===== src/rtl/sbct_final.sv =====
// final check that the clipped interval is not empty, output register
`timescale 1ns / 1ps

module sbct_final #(
	parameter int COORD_WIDTH = 24
) (
	input  logic                        clk,
	input  logic                        arst_n,
	input  logic                        in_valid,
	output logic                        in_ready,
	input  logic                        in_fail,
	input  logic signed [COORD_WIDTH:0] in_n0,
	input  logic signed [COORD_WIDTH:0] in_d0,
	input  logic signed [COORD_WIDTH:0] in_n1,
	input  logic signed [COORD_WIDTH:0] in_d1,
	output logic                        out_valid,
	input  logic                        out_ready,
	output logic                        touches_box
);

	localparam int P_W = 2 * (COORD_WIDTH + 1);

	logic                  en_s1, en_s2;
	logic                  valid_s1, valid_s2;
	logic signed [P_W-1:0] prod_lo_s1, prod_hi_s1;
	logic                  fail_s1;
	logic                  touches_s2;

	assign en_s2    = !valid_s2 || out_ready;
	assign en_s1    = !valid_s1 || en_s2;
	assign in_ready = en_s1;

	// stage valids
	always_ff @(posedge clk or negedge arst_n) begin
		if (!arst_n) begin
			valid_s1 <= 1'b0;
			valid_s2 <= 1'b0;
		end else begin
			if (en_s1) begin
				valid_s1 <= in_valid;
			end
			if (en_s2) begin
				valid_s2 <= valid_s1;
			end
		end
	end

	// t0 <= t1 as n0*d1 <= n1*d0, both denominators positive
	always_ff @(posedge clk) begin
		if (en_s1 && in_valid) begin
			prod_lo_s1 <= P_W'(in_n0) * P_W'(in_d1);
			prod_hi_s1 <= P_W'(in_n1) * P_W'(in_d0);
			fail_s1    <= in_fail;
		end
		if (en_s2 && valid_s1) begin
			touches_s2 <= !fail_s1 && (prod_lo_s1 <= prod_hi_s1);
		end
	end

	assign out_valid   = valid_s2;
	assign touches_box = touches_s2;

endmodule


===== config.mk =====
export PLATFORM = sky130hd
export DESIGN_NAME = sbct_final
export DESIGN_NICKNAME = d
export VERILOG_FILES = /design/src/rtl/sbct_final.sv
export SDC_FILE = /design/constraint.sdc
export NUM_CORES = 2
export LEC_CHECK = 0
export BUFFER_PORTS_ARGS = -buffer_cell sky130_fd_sc_hd__clkbuf_2
export CORE_UTILIZATION = 35
export CTS_BUF_LIST = sky130_fd_sc_hd__clkbuf_8 sky130_fd_sc_hd__clkbuf_16
export CTS_CLUSTER_SIZE = 10
export DETAILED_ROUTE_END_ITERATION = 12
export PLACE_DENSITY = 0.58
export SLEW_MARGIN = 20
export SYNTH_ARGS = -nofsm -noshare
export SYNTH_HDL_FRONTEND = slang
export SYNTH_SLANG_ARGS = --single-unit
export TNS_END_PERCENT = 20

===== constraint.sdc =====
create_clock -name clk -period 4.6 [get_ports clk]
set_input_delay 0.23 -clock clk [delete_from_list [all_inputs] [get_ports clk]]
set_output_delay 0.23 -clock clk [all_outputs]
set_load 0.02 [all_outputs]

==> impl_metrics.env <==
export IMPL_async_flop_share_pct=1.923
export IMPL_violations="setup timing"
export IMPL_gp_congestion=0.8712
export IMPL_placed_area_um2=57890
export IMPL_drtAntennaViolNets=0
export IMPL_hold_start="in_fail"
export IMPL_grt_pass1_wl_um=210200
export IMPL_dieArea_um2=144200
export IMPL_clk_latency_ns=0.37
export IMPL_fillCellCount=13770
export IMPL_grt_usage_pct=17.97
export IMPL_grt_max_degree=71
export IMPL_port_buffers=107
export IMPL_fmax_mhz=154.2
export IMPL_chipHeight_um=379.8
export IMPL_dp_cells=7646
export IMPL_whs_endpoint="fail_s1$_DFFE_PP_"
export IMPL_r2r_end="touches_box$_DFFE_PP_"
export IMPL_floorplan_initialDensity_pct=35.28
export IMPL_wl_um=124400
export IMPL_synth_top_cells_by_area="fa_1, inv_1, ha_1"
export IMPL_yosys_warnings=0
export IMPL_drv_cap=0
export IMPL_ys_flop_type="edfxtp_1"
export IMPL_cp_slowest_cell="fa_1"
export IMPL_cp_max_fo=7
export IMPL_rr_startpoint="prod_lo_s1[3]$_DFFE_PP_"
export IMPL_cts_buffer_depth=2
export IMPL_final_net_count=7597
export IMPL_fin_area_um2=60740
export IMPL_htreeDepth=3
export IMPL_synth_cell_types=77
export IMPL_cp_start_kind="input pin"
export IMPL_crit_path_end_kind="register"
export IMPL_rows=138
export IMPL_seqCellArea_um2=3113
export IMPL_synth_edf_count=102
export IMPL_critPathKind="input pin to register"
export IMPL_seq_area_frac_synth_pct=6.233
export IMPL_dp_slack_ns=-2.467
export IMPL_fp_coreArea_um2=141600
export IMPL_relSlewSlack_pct=33.37
export IMPL_grt_pass1_vias=40560
export IMPL_ioPinCount=108
export IMPL_drtIter0Drc=1487
export IMPL_dp_hpwl_um=108600
export IMPL_cts_buffers=9
export IMPL_antenna_found_initial=2
export IMPL_drive_above_1_share_pct=19.95
export IMPL_num_vias=35970
export IMPL_ys_top_cells_by_count="inv_1, fa_1, nand2_1"
export IMPL_cpPeakStageDelay_ns=0.58
export IMPL_hold_path_class="input pin to register"
export IMPL_reg2regPathDepth=10
export IMPL_area_growth_pct=21.62
export IMPL_cts_root_buf="clkbuf_16"
export IMPL_gr_total_overflow=0
export IMPL_period_share_pct=141.0
export IMPL_vias_per_cell=4.648
export IMPL_slew_viol_final=0
export IMPL_wire_per_inst_um=16.07
export IMPL_synth_fp_nets=6961
export IMPL_yosys_area_top_type="fa_1"
export IMPL_diodes=0
export IMPL_ys_seq_elements=104
export IMPL_die_x_um=379.8
export IMPL_r2r_slack_ns=1.17
export IMPL_fin_skew_ns=0.007821
export IMPL_tightest_slew_ns=0.9994
export IMPL_final_setup_worst_slack_ns=-1.887
export IMPL_clock_sinks=104
export IMPL_cts_tree="yes"
export IMPL_crit_required_ns=4.72
export IMPL_synth_most_common_cell="inv_1"
export IMPL_fin_cells=7739
export IMPL_timing_hold_violations_final=0
export IMPL_rsz0062_at_grt="true"
export IMPL_critPathMostFrequentCell="fa_1"
export IMPL_critPathTopFamily="adder cells"
export IMPL_layout_min_cycle_time_ns=6.487
export IMPL_crit_arrival_ns=6.60
export IMPL_syn_inst=5208
export IMPL_syn_area_um2=49950
export IMPL_critical_path_buf_inv_count=6
export IMPL_avgSynthCellArea_um2=9.590
export IMPL_clk_pin_slew_ns=0.07
export IMPL_multiInputGateArea_um2=42440
export IMPL_whs_ns=0.03244
export IMPL_status="complete, but fails checks"
export IMPL_setup_viol=78
export IMPL_firstDrtPassIters=5
export IMPL_synth_top_area_share_pct=52.75
export IMPL_hold_depth=1
export IMPL_crit_chain="buf_12, buf_12, and2_4, fa_1, inv_2, fa_1, fa_1, inv_2, fa_1, fa_1, fa_1, inv_1, fa_1, inv_2, ha_4, and4_4, a221o_1, or4_4, o2111a_1, nand2_2, o21a_4, nor3_4, o41ai_2, xnor2_1"
export IMPL_drt_drc_violations_left=0
[sequential cells by signal, summed over array words and instances (netlist names)]
name,cells
prod_hi_s1,50
prod_lo_s1,50
fail_s1,1
valid_s1,1
touches_box,1
out_valid,1
[placed cells by master, fill, tap and decap left out, types with 15 or more instances in the layout]
master     synthesis  layout
inv_1           1324    1294
fa_1            1316    1281
buf_4              0     632
nand2_1          651     628
and2_1           603     569
ha_1             332     287
edfxtp_1         102     102
nor2_1            93      83
xnor2_1           84      79
a21o_1            71      71
buf_12             0      56
a21oi_1           98      53
buf_6              0      48
a21oi_2            4      43
clkbuf_2           0      41
ha_4               0      36
fa_2               0      35
and2_4             0      34
nand2b_1          30      30
o21ai_0           56      29
xor2_1            30      28
inv_2              0      26
nand4_1           26      26
o21ai_1            5      19
clkbuf_16          0      19
nand2_2            0      17
clkbuf_8           0      17
clkbuf_4           0      16
o21ai_2            2      15
buf_8              0      15
[what timing repair did]
item                       in CTS  in global routing
gates cloned                    3                  6
pin swaps                     140                150
setup buffers                  39                 31
hold buffers                    1                  0
hold endpoints to repair        2                  0
setup endpoints to repair      80                 80
resized for setup             261                198
[area by class of cell]
type,count,share of cell area [%]
Multi-Input combinational cell,3559,69.88
Inverter,1326,8.215
Timing Repair Buffer,844,12.41
Clock buffer,9,0.3708
Sequential cell,104,5.125
Tap cell,1890,3.893
Clock inverter,7,0.1071
[layer usage]
metal  routed length, um  GRT usage, %  up-vias
met5                  23             0        -
met2               65280         32.71      601
met1               53130         23.79    18850
li1                    -             -    16380
met3                3723         1.187      135
met4                2202         2.673        4
[per-stage QoR]
step	TNS, ns	util, %
floorplan	-99.55	-
global placement	-149.46	40.89
detailed placement	-153.67	40.89
CTS	-101.78	42.17
global route	-117.86	42.90
finish	-102.26	42.90
[cell families (layout without fill, tap and decap cells)]
group | count (synthesis) | in the layout | synth area share [%]
buffers and inverters | 1545 | 2186 | 11.61
AO/OA/AOI/OAI | 319 | 319 | 4.299
adder cells (fa/ha/maj) | 1648 | 1648 | 61.06
AND/OR/NAND/NOR | 1477 | 1477 | 14.77
flip-flops | 104 | 104 | 6.233
multiplexers | 1 | 1 | 0.02254
XOR/XNOR | 114 | 114 | 1.999
[how the worst max path moves through the flow]
stage                          from                        to  slack, ns  depth (start not counted)
after floorplan            in_d1[1]  prod_lo_s1[46]$_DFFE_PP_      -2.05                         24
after global placement    in_d1[10]  prod_lo_s1[48]$_DFFE_PP_      -2.40                         25
after detailed placement   in_d0[4]  prod_hi_s1[47]$_DFFE_PP_      -2.47                         27
after CTS                  in_d1[5]  prod_lo_s1[46]$_DFFE_PP_      -1.87                         25
after global routing       in_d1[5]  prod_lo_s1[49]$_DFFE_PP_      -2.09                         27
final                      in_d0[8]  prod_hi_s1[47]$_DFFE_PP_      -1.89                         24
Power is left out: the tool's default activity adds up to more than one toggle a clock period on the data nets, which glitch-free logic cannot reach.
